$ cat config.mk
export PLATFORM = sky130hd
export DESIGN_NAME = vital_sign_outlier_average
export DESIGN_NICKNAME = d
export VERILOG_FILES = /design/src/hdl/vsoa_pkg.sv /design/src/hdl/vital_sign_outlier_average.sv
export SDC_FILE = /design/constraint.sdc
export NUM_CORES = 1
export LEC_CHECK = 0
export BUFFER_PORTS_ARGS = -buffer_cell sky130_fd_sc_hd__clkbuf_2
export CORE_MARGIN = 8
export CORE_UTILIZATION = 59
export CTS_BUF_LIST = sky130_fd_sc_hd__clkbuf_2 sky130_fd_sc_hd__clkbuf_4 sky130_fd_sc_hd__clkbuf_8
export CTS_CLUSTER_SIZE = 12
export DETAILED_ROUTE_END_ITERATION = 8
export PLACE_DENSITY = 0.79
export SLEW_MARGIN = 5
export SYNTH_ARGS = -nofsm -noshare
export SYNTH_HDL_FRONTEND = slang
export SYNTH_SLANG_ARGS = --single-unit
$ cat constraint.sdc
create_clock -name i_clk -period 4.3 [get_ports i_clk]
set_input_delay 0.215 -clock i_clk [delete_from_list [all_inputs] [get_ports i_clk]]
set_output_delay 0.215 -clock i_clk [all_outputs]
set_load 0.005 [all_outputs]
$ cat src/hdl/vsoa_pkg.sv
// Shared constants of the vital-sign outlier-rejecting average: widths, reset values, register map.
package vsoa_pkg;

    localparam int DATA_W    = 10;
    localparam int IN_W      = 11;
    localparam int CMP_W     = 13;
    localparam int LIMIT_W   = 4;
    localparam int CFG_IDX_W = 3;

    localparam int DEF_HISTORY_DEPTH = 16;

    localparam logic [DATA_W-1:0]  RST_HR_FLOOR    = 10'd60;
    localparam logic [DATA_W-1:0]  RST_HR_CEILING  = 10'd150;
    localparam logic [DATA_W-1:0]  RST_SPO2_FLOOR  = 10'd80;
    localparam logic [DATA_W-1:0]  RST_JUMP_MARGIN = 10'd10;
    localparam logic [LIMIT_W-1:0] RST_MISS_LIMIT  = 4'd4;
    localparam logic [LIMIT_W-1:0] RST_RUN_LIMIT   = 4'd4;

    localparam logic [CFG_IDX_W-1:0] CFG_HR_FLOOR    = 3'd0;
    localparam logic [CFG_IDX_W-1:0] CFG_HR_CEILING  = 3'd1;
    localparam logic [CFG_IDX_W-1:0] CFG_SPO2_FLOOR  = 3'd2;
    localparam logic [CFG_IDX_W-1:0] CFG_JUMP_MARGIN = 3'd3;
    localparam logic [CFG_IDX_W-1:0] CFG_MISS_LIMIT  = 3'd4;
    localparam logic [CFG_IDX_W-1:0] CFG_RUN_LIMIT   = 3'd5;

    // Channel numbers inside the per-channel state arrays.
    localparam int CH_HR   = 0;
    localparam int CH_SPO2 = 1;

endpackage

$ cat src/hdl/vital_sign_outlier_average.sv
// Vital-sign outlier-rejecting adaptive moving average, top level.
//
// One input transfer carries a heart-rate and an SpO2 reading, each with its
// own valid flag. Each reading is screened against its limits and, after a
// run of taken readings, against a jump margin versus the newest four history
// entries. A taken reading shifts into its history, and the mean over the
// newest 2, 4, 8 or 16 entries is then recomputed.
// Channels: input (i_valid / o_ready), output (o_valid / i_ready) and a
// configuration write channel (i_cfg_valid / o_cfg_ready) that is always ready.
// Throughput: an item is screened in its accept cycle, then one shared
// accumulator walks each history in turn, one entry per cycle while the
// history register rotates; the output state then moves the result into the
// output register, waiting while an earlier result is held there and not
// taken. o_ready is high only in the idle state, so the next item is
// accepted only after that move.
// Reset (synchronous, active low) clears the histories, counters and means and
// restores the register defaults. If the receiver stalls, the finished result
// waits in the output register; a new item can be accepted meanwhile, but its
// result is held back until the previous one has been transferred.
module vital_sign_outlier_average
    import vsoa_pkg::*;
#(
    parameter int HISTORY_DEPTH = DEF_HISTORY_DEPTH
) (
    input  logic                 i_clk,
    input  logic                 i_rst_n,
    // Configuration write channel.
    input  logic                 i_cfg_valid,
    output logic                 o_cfg_ready,
    input  logic [CFG_IDX_W-1:0] i_cfg_index,
    input  logic [DATA_W-1:0]    i_cfg_data,
    // Input channel.
    input  logic                 i_valid,
    output logic                 o_ready,
    input  logic signed [IN_W-1:0] i_hr_value,
    input  logic                 i_hr_valid,
    input  logic signed [IN_W-1:0] i_spo2_value,
    input  logic                 i_spo2_valid,
    // Output channel.
    output logic                 o_valid,
    input  logic                 i_ready,
    output logic [DATA_W-1:0]    o_hr_avg,
    output logic [DATA_W-1:0]    o_spo2_avg,
    output logic                 o_hr_taken,
    output logic                 o_spo2_taken
);

    localparam int FILL_W  = $clog2(HISTORY_DEPTH + 1);
    localparam int IDX_W   = $clog2(HISTORY_DEPTH);
    localparam int LOG_MAX = $clog2(HISTORY_DEPTH + 1) - 1;
    localparam int SH_W    = $clog2(LOG_MAX + 1);
    localparam int ACC_W   = DATA_W + LOG_MAX;

    localparam logic [1:0] ST_IDLE = 2'd0;
    localparam logic [1:0] ST_SUM  = 2'd1;
    localparam logic [1:0] ST_OUT  = 2'd2;

    // Configuration registers.
    logic [DATA_W-1:0]  r_hr_floor, r_hr_ceiling, r_spo2_floor, r_jump_margin;
    logic [LIMIT_W-1:0] r_miss_limit, r_run_limit;

    // Per-channel state, index CH_HR or CH_SPO2.
    logic [DATA_W-1:0]  r_hist [2][HISTORY_DEPTH];
    logic [DATA_W-1:0]  n_hist [2][HISTORY_DEPTH];
    logic [FILL_W-1:0]  r_fill [2], n_fill [2];
    logic [LIMIT_W-1:0] r_run  [2], n_run  [2];
    logic [LIMIT_W-1:0] r_miss [2], n_miss [2];
    logic [DATA_W-1:0]  r_mean [2], n_mean [2];
    logic               r_taken[2], n_taken[2];

    // Sequencer and shared accumulator.
    logic [1:0]       r_state, n_state;
    logic             r_sel, n_sel;
    logic [IDX_W-1:0] r_idx, n_idx;
    logic [ACC_W-1:0] r_acc, n_acc;

    // Output register.
    logic              r_o_valid, n_o_valid;
    logic [DATA_W-1:0] r_o_hr_avg, n_o_hr_avg, r_o_spo2_avg, n_o_spo2_avg;
    logic              r_o_hr_taken, n_o_hr_taken, r_o_spo2_taken, n_o_spo2_taken;

    // Screening results of the presented item.
    logic signed [CMP_W-1:0] w_val [2];
    logic                    w_ok  [2];
    logic                    w_jump[2];
    logic                    w_accept;

    // Accumulator step.
    logic [SH_W-1:0]   w_sh;
    logic [FILL_W-1:0] w_thr;
    logic              w_incl;
    logic [DATA_W-1:0] w_tap;
    logic [ACC_W-1:0]  w_acc_sum;
    logic [ACC_W-1:0]  w_acc_shr;
    logic              w_last;

    assign o_cfg_ready = 1'b1;
    assign o_ready     = (r_state == ST_IDLE);
    assign w_accept    = i_valid && (r_state == ST_IDLE);

    assign o_valid      = r_o_valid;
    assign o_hr_avg     = r_o_hr_avg;
    assign o_spo2_avg   = r_o_spo2_avg;
    assign o_hr_taken   = r_o_hr_taken;
    assign o_spo2_taken = r_o_spo2_taken;

    // Limit screening and jump check against the newest four entries.
    always_comb begin
        logic signed [CMP_W-1:0] v_e;
        logic signed [CMP_W-1:0] v_m;
        w_val[CH_HR]   = CMP_W'(i_hr_value);
        w_val[CH_SPO2] = CMP_W'(i_spo2_value);
        w_ok[CH_HR]    = i_hr_valid
                         && (w_val[CH_HR] < $signed({3'b000, r_hr_ceiling}))
                         && (w_val[CH_HR] > $signed({3'b000, r_hr_floor}));
        w_ok[CH_SPO2]  = i_spo2_valid
                         && (w_val[CH_SPO2] > $signed({3'b000, r_spo2_floor}));
        v_m = $signed({3'b000, r_jump_margin});
        w_jump[CH_HR]   = 1'b0;
        w_jump[CH_SPO2] = 1'b0;
        for (int k = HISTORY_DEPTH - 4; k < HISTORY_DEPTH; k++) begin
            v_e = $signed({3'b000, r_hist[CH_HR][k]});
            if (w_val[CH_HR] < v_e + v_m) begin
                w_jump[CH_HR] = 1'b1;
            end
            v_e = $signed({3'b000, r_hist[CH_SPO2][k]});
            if (w_val[CH_SPO2] > v_e - v_m) begin
                w_jump[CH_SPO2] = 1'b1;
            end
        end
    end

    // Mean window of the channel being summed: the largest power of two
    // not above its fill count. Entries from position DEPTH - window onward
    // are added as they pass the rotation tap.
    always_comb begin
        w_sh = '0;
        for (int b = 1; b <= LOG_MAX; b++) begin
            if (r_fill[r_sel] >= FILL_W'(1 << b)) begin
                w_sh = SH_W'(b);
            end
        end
        w_thr     = FILL_W'(HISTORY_DEPTH) - (FILL_W'(1) << w_sh);
        w_incl    = (FILL_W'(r_idx) >= w_thr);
        w_tap     = r_hist[r_sel][0];
        w_acc_sum = r_acc + (w_incl ? ACC_W'(w_tap) : '0);
        w_acc_shr = w_acc_sum >> w_sh;
        w_last    = (r_idx == IDX_W'(HISTORY_DEPTH - 1));
    end

    always_comb begin
        n_state        = r_state;
        n_sel          = r_sel;
        n_idx          = r_idx;
        n_acc          = r_acc;
        n_o_valid      = r_o_valid;
        n_o_hr_avg     = r_o_hr_avg;
        n_o_spo2_avg   = r_o_spo2_avg;
        n_o_hr_taken   = r_o_hr_taken;
        n_o_spo2_taken = r_o_spo2_taken;
        n_hist         = r_hist;
        n_fill         = r_fill;
        n_run          = r_run;
        n_miss         = r_miss;
        n_mean         = r_mean;
        n_taken        = r_taken;

        if (r_o_valid && i_ready) begin
            n_o_valid = 1'b0;
        end

        case (r_state)
            ST_IDLE: begin
                if (w_accept) begin
                    for (int ch = 0; ch < 2; ch++) begin
                        n_taken[ch] = 1'b0;
                        if (!w_ok[ch]) begin
                            // Refused: the run restarts, and at the miss
                            // limit the mean and fill are dropped.
                            n_run[ch] = '0;
                            if (r_miss[ch] >= r_miss_limit) begin
                                n_mean[ch] = '0;
                                n_fill[ch] = '0;
                            end else begin
                                n_miss[ch] = r_miss[ch] + 1'b1;
                            end
                        end else begin
                            n_miss[ch] = '0;
                            if (r_run[ch] >= r_run_limit) begin
                                n_taken[ch] = w_jump[ch];
                                n_run[ch]   = w_jump[ch] ? r_run_limit : '0;
                            end else begin
                                n_taken[ch] = 1'b1;
                                n_run[ch]   = r_run[ch] + 1'b1;
                            end
                            if (n_taken[ch]) begin
                                for (int k = 0; k < HISTORY_DEPTH - 1; k++) begin
                                    n_hist[ch][k] = r_hist[ch][k+1];
                                end
                                n_hist[ch][HISTORY_DEPTH-1] = w_val[ch][DATA_W-1:0];
                                if (r_fill[ch] < FILL_W'(HISTORY_DEPTH)) begin
                                    n_fill[ch] = r_fill[ch] + 1'b1;
                                end
                            end
                        end
                    end
                    n_sel   = 1'b0;
                    n_idx   = '0;
                    n_acc   = '0;
                    n_state = ST_SUM;
                end
            end
            ST_SUM: begin
                // Rotate the selected history by one; once every entry has passed the tap
                // it is back in place, and the shifted window sum becomes its mean if taken.
                for (int k = 0; k < HISTORY_DEPTH - 1; k++) begin
                    n_hist[r_sel][k] = r_hist[r_sel][k+1];
                end
                n_hist[r_sel][HISTORY_DEPTH-1] = r_hist[r_sel][0];
                n_acc = w_acc_sum;
                n_idx = r_idx + 1'b1;
                if (w_last) begin
                    if (r_taken[r_sel]) begin
                        n_mean[r_sel] = (w_sh == '0) ? '0 : w_acc_shr[DATA_W-1:0];
                    end
                    n_idx = '0;
                    n_acc = '0;
                    n_sel = 1'b1;
                    if (r_sel) begin
                        n_state = ST_OUT;
                    end
                end
            end
            ST_OUT: begin
                if (!r_o_valid || i_ready) begin
                    n_o_valid      = 1'b1;
                    n_o_hr_avg     = r_mean[CH_HR];
                    n_o_spo2_avg   = r_mean[CH_SPO2];
                    n_o_hr_taken   = r_taken[CH_HR];
                    n_o_spo2_taken = r_taken[CH_SPO2];
                    n_state        = ST_IDLE;
                end
            end
            default: begin
                n_state = ST_IDLE;
            end
        endcase
    end

    always_ff @(posedge i_clk) begin
        if (!i_rst_n) begin
            r_state   <= ST_IDLE;
            r_sel     <= 1'b0;
            r_idx     <= '0;
            r_o_valid <= 1'b0;
            for (int ch = 0; ch < 2; ch++) begin
                for (int k = 0; k < HISTORY_DEPTH; k++) begin
                    r_hist[ch][k] <= '0;
                end
                r_fill[ch]  <= '0;
                r_run[ch]   <= '0;
                r_miss[ch]  <= '0;
                r_mean[ch]  <= '0;
                r_taken[ch] <= 1'b0;
            end
        end else begin
            r_state   <= n_state;
            r_sel     <= n_sel;
            r_idx     <= n_idx;
            r_o_valid <= n_o_valid;
            r_hist    <= n_hist;
            r_fill    <= n_fill;
            r_run     <= n_run;
            r_miss    <= n_miss;
            r_mean    <= n_mean;
            r_taken   <= n_taken;
        end
    end

    // Accumulator and output payload need no reset.
    always_ff @(posedge i_clk) begin
        r_acc          <= n_acc;
        r_o_hr_avg     <= n_o_hr_avg;
        r_o_spo2_avg   <= n_o_spo2_avg;
        r_o_hr_taken   <= n_o_hr_taken;
        r_o_spo2_taken <= n_o_spo2_taken;
    end

    // Configuration registers; an unknown index is ignored.
    always_ff @(posedge i_clk) begin
        if (!i_rst_n) begin
            r_hr_floor    <= RST_HR_FLOOR;
            r_hr_ceiling  <= RST_HR_CEILING;
            r_spo2_floor  <= RST_SPO2_FLOOR;
            r_jump_margin <= RST_JUMP_MARGIN;
            r_miss_limit  <= RST_MISS_LIMIT;
            r_run_limit   <= RST_RUN_LIMIT;
        end else if (i_cfg_valid) begin
            case (i_cfg_index)
                CFG_HR_FLOOR:    r_hr_floor    <= i_cfg_data;
                CFG_HR_CEILING:  r_hr_ceiling  <= i_cfg_data;
                CFG_SPO2_FLOOR:  r_spo2_floor  <= i_cfg_data;
                CFG_JUMP_MARGIN: r_jump_margin <= i_cfg_data;
                CFG_MISS_LIMIT:  r_miss_limit  <= i_cfg_data[LIMIT_W-1:0];
                CFG_RUN_LIMIT:   r_run_limit   <= i_cfg_data[LIMIT_W-1:0];
                default: begin
                end
            endcase
        end
    end

endmodule
* Word level (Yosys, flattened, before mapping)
Cells that the tools add are included.
Storage, ports and cells: memory bits (read-only) 0, output and inout port bits 25, memories kept 0, register bits after elaboration 460, memory bits (writable) 0, bits in latches 0
Cells by class: add/sub/neg operators 17, equality and inequality tests 27, muxes and demuxes 133, bitwise logic cells 1, order comparisons 24, div/mod/pow operators 0, multipliers 0, shift-type cells 2, reductions and logical operators 33
Operators by type and width (number):
- 320-bit bitwise mux | 16
- 160-bit demux with 1-bit select | 16
- 160-bit 2-to-1 mux | 8
- 320-bit one-hot mux with 2 select lines | 1
- 320-bit 2-to-1 mux | 1
- 150-bit 2-to-1 mux | 1
- 140-bit 2-to-1 mux | 1
- 130-bit 2-to-1 mux | 1
- 120-bit 2-to-1 mux | 1
- 110-bit 2-to-1 mux | 1
- 100-bit 2-to-1 mux | 1
- 90-bit 2-to-1 mux | 1
- 10-bit 2-to-1 mux | 8
- 20-bit 2-to-1 mux | 4
- 80-bit 2-to-1 mux | 1
- 70-bit 2-to-1 mux | 1
- 11-bit > comparator | 6
- 60-bit 2-to-1 mux | 1
- 5-bit 2-to-1 mux | 11
- 50-bit 2-to-1 mux | 1
- 11-bit by 12-bit less-than comparator with 1-bit output | 4
- 4-bit 2-to-1 mux | 12
- 10-bit by 10-bit adder with 11-bit output | 4
- 10-bit by 10-bit subtractor with 11-bit output | 4
- 49 further kinds | 131

* Longest topological paths before layout
depth in word-level cells 22, mapped depth 24

* Worst setup path before layout
No wires, ideal clock.
kind register -> register, from register r_sel, to register r_mean[7] (netlist name), slack -0.336 ns, setup time 0.126 ns, arrival time 4.510 ns, cell stages (with the launch flop) 22, cells stage by stage dfxtp_1 buf_2 nor3b_1 nor2_1 a211oi_2 nand2_1 inv_1 ha_1 nand2b_1 a21o_1 a21o_1 a21oi_1 a21oi_1 ha_1 a21o_1 and2_1 o31ai_1 a21oi_1 xnor2_1 mux2i_1 o22ai_1 o32ai_1
Between the ends: word-level cells in the longest chain between the ends 20, elaborated cells between the ends (all ways) 37, classes of those cells 2 x add/sub; 7 x order compare; 1 x eq/ne; 2 x shift; 21 x mux; 1 x bitwise; 3 x reduce/logical
RTL lines:
- from (decl) | line vital_sign_outlier_average.sv:73 | logic r_sel, n_sel;
- from (signal assigned) | line vital_sign_outlier_average.sv:268 | r_sel <= n_sel;
- 1-bit inverter with 2-bit output *
- 5-bit 2-to-1 mux (implied by the code) (3 in series) | line vital_sign_outlier_average.sv:139 | if (r_fill[r_sel] >= FILL_W'(1 << b)) begin
- 5-bit by 2-bit >= comparator with 1-bit output | line vital_sign_outlier_average.sv:139
- 1-bit 2-to-1 mux | line vital_sign_outlier_average.sv:139
- 3-bit 2-to-1 mux (3 in series) | line vital_sign_outlier_average.sv:139
- 1-bit by 3-bit << shifter with 5-bit output | line vital_sign_outlier_average.sv:143 | w_thr = FILL_W'(HISTORY_DEPTH) - (FILL_W'(1) << w_sh);
- 5-bit subtractor | line vital_sign_outlier_average.sv:143
- 4-bit by 5-bit >= comparator with 1-bit output | line vital_sign_outlier_average.sv:144 | w_incl = (FILL_W'(r_idx) >= w_thr);
- 10-bit 2-to-1 mux | line vital_sign_outlier_average.sv:146 | w_acc_sum = r_acc + (w_incl ? ACC_W'(w_tap) : '0);
- 14-bit by 10-bit adder with 14-bit output | line vital_sign_outlier_average.sv:146
- 14-bit by 3-bit right shift with 10-bit output | line vital_sign_outlier_average.sv:147 | w_acc_shr = w_acc_sum >> w_sh;
- 10-bit 2-to-1 mux | line vital_sign_outlier_average.sv:224 | n_mean[r_sel] = (w_sh == '0) ? '0 : w_acc_shr[DATA_W-1:0];
- 20-bit bitwise mux | line vital_sign_outlier_average.sv:224
- 20-bit 2-to-1 mux | line vital_sign_outlier_average.sv:223 | if (r_taken[r_sel]) begin
- 20-bit 2-to-1 mux | line vital_sign_outlier_average.sv:222 | if (w_last) begin
- 20-bit one-hot mux with 2 select lines | line vital_sign_outlier_average.sv:172 | case (r_state)
- to (signal assigned) | line vital_sign_outlier_average.sv:275 | r_mean <= n_mean;
- to (decl) | line vital_sign_outlier_average.sv:68 | logic [DATA_W-1:0] r_mean [2], n_mean [2];
Mark *: on every way between the ends. The rest lies on a longest branch, timed or not. The select of a mux whose other input is x is not followed. A chain may end at the register's enable or synchronous reset.

* Worst setup path after layout
from register r_jump_margin[0], to register r_hist[0] (netlist name)
Between the ends: word-level cells in the longest chain between the ends 12, elaborated cells between the ends (all ways) 18, classes of those cells 4 x add/sub; 4 x order compare; 1 x eq/ne; 8 x mux; 1 x reduce/logical
RTL lines:
- from (decl) | line vital_sign_outlier_average.sv:59 | logic [DATA_W-1:0] r_hr_floor, r_hr_ceiling, r_spo2_floor, r_jump_margin;
- from (signal assigned) | line vital_sign_outlier_average.sv:303 | CFG_JUMP_MARGIN: r_jump_margin <= i_cfg_data;
- 10-bit by 10-bit subtractor with 11-bit output | line vital_sign_outlier_average.sv:127 | if (w_val[CH_SPO2] > v_e - v_m) begin
- 11-bit > comparator | line vital_sign_outlier_average.sv:127
- 1-bit 2-to-1 mux (3 in series) | line vital_sign_outlier_average.sv:127
- 1-bit 2-to-1 mux * | line vital_sign_outlier_average.sv:127
- 1-bit 2-to-1 mux * | line vital_sign_outlier_average.sv:189 | if (r_run[ch] >= r_run_limit) begin
- 1-bit 2-to-1 mux * | line vital_sign_outlier_average.sv:177 | if (!w_ok[ch]) begin
- 1-bit 2-to-1 mux * | line vital_sign_outlier_average.sv:174 | if (w_accept) begin
- 1-bit 2-to-1 mux * | line vital_sign_outlier_average.sv:172
- 2-bit by 1-bit != test with 1-bit output (no source line) *
- 4-bit AND reduction (no source line) *
- to (signal assigned) | line vital_sign_outlier_average.sv:271 | r_hist <= n_hist;
- to (decl) | line vital_sign_outlier_average.sv:63 | logic [DATA_W-1:0] r_hist [2][HISTORY_DEPTH];
Marks and branches as above.

==> flow_summary.yaml <==
worst_setup_path:
  worst-endpoint-required_ns: 4.82
  worstSetupStartpointType: "flip-flop"
  timing.critical_path.fanout_max: 6
  cp.arrival_ns: 4.98
  timing.setup.critical_path_class: "reg -> reg"
  critPathCaptureType: "flip-flop"
timing:
  min_period_ns: 4.459
  post-route-worst-setup-slack_ns: -0.1587
  largest_clock_skew_in_the_final_design_ns: 0.03106
  finalHoldViolCount: 0
  timing.slew.headroom: 0.1039
  achievable-frequency_mhz: 224.3
  final_min_period_over_clock_period: 1.037
  grt_setup_unrepaired: "true"
  timing.final.setup_violations: 92
  final.setup.tns_ns: -3.409
  worst_pin_slew_ns: 1.344
  timing_max_transition_violations_final: 0
finish:
  antenna-diode-count: 0
  proportion_of_layout_cells_with_a_drive_suffix_above_1: 0.2255
  utilization_after_layout: 0.7350
  area_of_combinational_cells_with_multiple_inputs_um2: 14410
  area_delta_synth_final_pct: 23.69
  n_fill_cell: 2700
  nNetsFinal: 3235
  final-seq-area_um2: 9584
floorplan:
  number_of_placement_rows: 74
  ios: 67
  fp.dieArea_um2: 47570
  die_w_um: 218.1
  core-area_um2: 40550
  start_util: 0.5942
  vertical_die_dimension_um: 218.1
yosys:
  synth_fp_nets: 2991
  synth_simple_gate_area_frac: 0.1719
  synth.distinct_cells: 80
  synth_largest_type_area_fraction: 0.3523
  synth-compound-area-share: 0.1541
  synthesis.area_per_instance_um2: 8.879
  muxShareOfSynthArea: 0.07493
  synth_top_family_by_area: "simple AND/OR/NAND/NOR gates"
  yosysWarnings: 0
  number_of_enable_type_register_cells_in_the_synthesized_netlist: 36
  post-synth-top-area-cell: "sky130_fd_sc_hd__dfxtp_1"
  synth_top_flop_cell: "sky130_fd_sc_hd__dfxtp_1"
  ys_top_cells_by_area: "sky130_fd_sc_hd__dfxtp_1, sky130_fd_sc_hd__ha_1, sky130_fd_sc_hd__nand2_1"
  async_reset_ff_frac: 0
  adder_and_majority_gate_portion_of_the_synthesized_area: 0.1248
  postSynthRegisterBits: 460
  yosysSeqAreaShare: 0.3971
  synth_xor_xnor_area_share: 0.02508
  synth_cells: 2714
  netlist_area_um2: 24100
power:
  power.ir.vdd_worst_mv: 0.2796
  report.power.total_uw: 10300
  p_leak_uw: 0.01267
  power_per_cell_area_nw_per_um2: 345.6
route:
  wirelength_um: 67730
  first_pass_iters: 6
  postRouteAntennaNets: 0
  drt-wirelength-per-cell_um: 19.12
  drt_drc_violations_left: 0
  avgViaCountPerCell: 5.997
  routed_vias: 21250
  drt-initial-drc-count: 1635
run:
  max_cap_viol_count: 0
place:
  portBuffers: 65
  gp_congestion: 0.9538
  hpwlAfterDp_um: 42430
global_routing:
  pin_count_of_the_biggest_net_entering_global_routing: 132
  number_of_antenna_violations_at_the_first_check_in_global_routing: 0
  globalRouteTotalUtil: 0.2478
  grt_overflow: 0
  first_global_vias: 20260
  wire_length_of_the_first_global_routing_pass_um: 98050
clock_network:
  numCtsBuffers: 76
  worst_setup_hold_path_clk_slew_ns: 0.06
  insertion_delay_ns: 0.64
  cts.root.buffer_cell: "sky130_fd_sc_hd__clkbuf_8"
  sink_count: 460
  tritoncts: "yes"
  cts_max_level: 3
  cts_buffer_depth: 3
worst_hold_path:
  timing.hold.worst.class: "in -> reg"
run_status:
  status: "complete, but fails checks"
  failed_checks: "negative setup slack"
cells by family (layout without fill, tap and decap cells):
| family | Yosys count | after routing |
|---|---|---|
| buf+inv | 244 | 541 |
| fa+ha+maj | 235 | 235 |
| compound gates | 604 | 604 |
| other cells | 1 | 1 |
| xor+xnor | 69 | 69 |
| mux | 180 | 180 |
| simple gates | 921 | 921 |
| flops | 460 | 460 |
synthesized netlist by cell type, drive strengths merged, types with 36 or more instances:
cell,count
edfxtp,36
ha,226
mux2i,177
xnor2,46
nand3,189
nand2,479
nor2,93
buf,60
dfxtp,424
inv,101
o21ai,219
a21oi,153
clkbuf,81
a21o,40
nand2b,38
state kept, by name, summed over array words and instances (netlist names):
register / count
r_run_limit: 4
o_hr_avg: 10
r_idx: 4
o_valid: 1
r_state: 2
r_sel: 1
o_spo2_avg: 10
r_hr_floor: 10
r_acc: 14
o_spo2_taken: 1
r_run: 8
r_fill: 10
o_hr_taken: 1
r_hr_ceiling: 10
r_jump_margin: 10
r_spo2_floor: 10
r_hist: 320
r_taken: 2
r_mean: 20
r_miss_limit: 4
r_miss: 8
cells in the final DEF (no fill, tap or decap), drive strengths merged, types with 9 or more instances in the layout:
cell type      n
o21a          10
nand2b        38
o211ai        31
o31ai         20
nor2          93
buf          208
clkbuf       205
inv          104
nor2b         10
xor2          23
a31oi          9
edfxtp        36
nor4          10
xnor2         46
nand3        189
a21oi        153
nand2        479
dlygate4sd3   14
nand4         20
o2bb2ai       14
mux2i        177
nor3          26
ha           226
fa             9
o21ai        219
o21bai        19
and2          10
a211oi        21
a22o           9
a21o          40
o22ai         10
dfxtp        424
stage by stage:
step | area (um^2) | setup slack [ns] | cells | hold slack, ns
finish | 29810 | -0.1587 | 3543 | 0.1003
global placement | 25510 | -0.08607 | 3306 | 0.4240
CTS | 27840 | -0.04626 | 3476 | 0.06507
global route | 29810 | -0.3680 | 3543 | 0.09565
floorplan | 24110 | -0.01373 | 2714 | 0.3401
detailed placement | 25510 | -0.2434 | 3306 | 0.4158
path summary, 6_finish.rpt:
path,start,endpoint,slack (ns),depth (start not counted)
worst min register to register,r_mean[19],o_hr_avg[9],0.43,0
worst max-delay path,r_jump_margin[0],r_hist[0],-0.16,23
worst max register to register,r_jump_margin[0],r_hist[0],-0.16,23
worst min-delay path,i_cfg_index[2],r_miss_limit[2],0.10,3
worst max-delay path, stage by stage (launching register included):
cell and delay [ns]:
sky130_fd_sc_hd__dfxtp_4 0.37, sky130_fd_sc_hd__buf_4 0.16, sky130_fd_sc_hd__ha_1 0.16, sky130_fd_sc_hd__inv_1 0.08, sky130_fd_sc_hd__fa_1 0.43, sky130_fd_sc_hd__a21o_1 0.19, sky130_fd_sc_hd__a21oi_2 0.17, sky130_fd_sc_hd__o21bai_1 0.11
sky130_fd_sc_hd__a21oi_2 0.18, sky130_fd_sc_hd__o21ai_2 0.11, sky130_fd_sc_hd__a21oi_2 0.12, sky130_fd_sc_hd__o21bai_1 0.09, sky130_fd_sc_hd__ha_1 0.32, sky130_fd_sc_hd__nand4_1 0.14, sky130_fd_sc_hd__or3_1 0.37, sky130_fd_sc_hd__o2111ai_2 0.09
sky130_fd_sc_hd__nand4_1 0.20, sky130_fd_sc_hd__o22ai_4 0.24, sky130_fd_sc_hd__buf_6 0.15, sky130_fd_sc_hd__buf_12 0.13, sky130_fd_sc_hd__buf_12 0.14, sky130_fd_sc_hd__buf_6 0.10, sky130_fd_sc_hd__a211oi_2 0.03, sky130_fd_sc_hd__a211oi_1 0.26
layer usage:
metal,global-route usage,wire (um)
met1,0.2886,26240
met2,0.4407,34200
met3,0.04701,4049
met4,0.1041,3250
met5,0,0
power by group:
part           internal (uW)  switching [uW]  total, uW
registers               4380            51.7       4430
logic                    818             960       1780
clock network           2300            1790       4090
total                   7500            2800      10300
area by class of cell:
cell class                 instances  area share
clock buffer                     120     0.04974
clock inverter                    11    0.003904
inverter                         103     0.01322
multi-input combinational       2010      0.4834
sequential                       460      0.3216
tap                              532     0.02233
timing repair buffer             307      0.1058
what timing repair did:
item                                    4_1_cts  5_1_grt
hold endpoints to repair                     51        0
endpoints found under the setup margin      330      358
cloned                                        8       27
pin swaps                                    19      123
resized for setup                            65      313
buffers inserted                             17       48
hold buffers                                 14        0
Note: power is estimated with default switching activity, not from simulation.
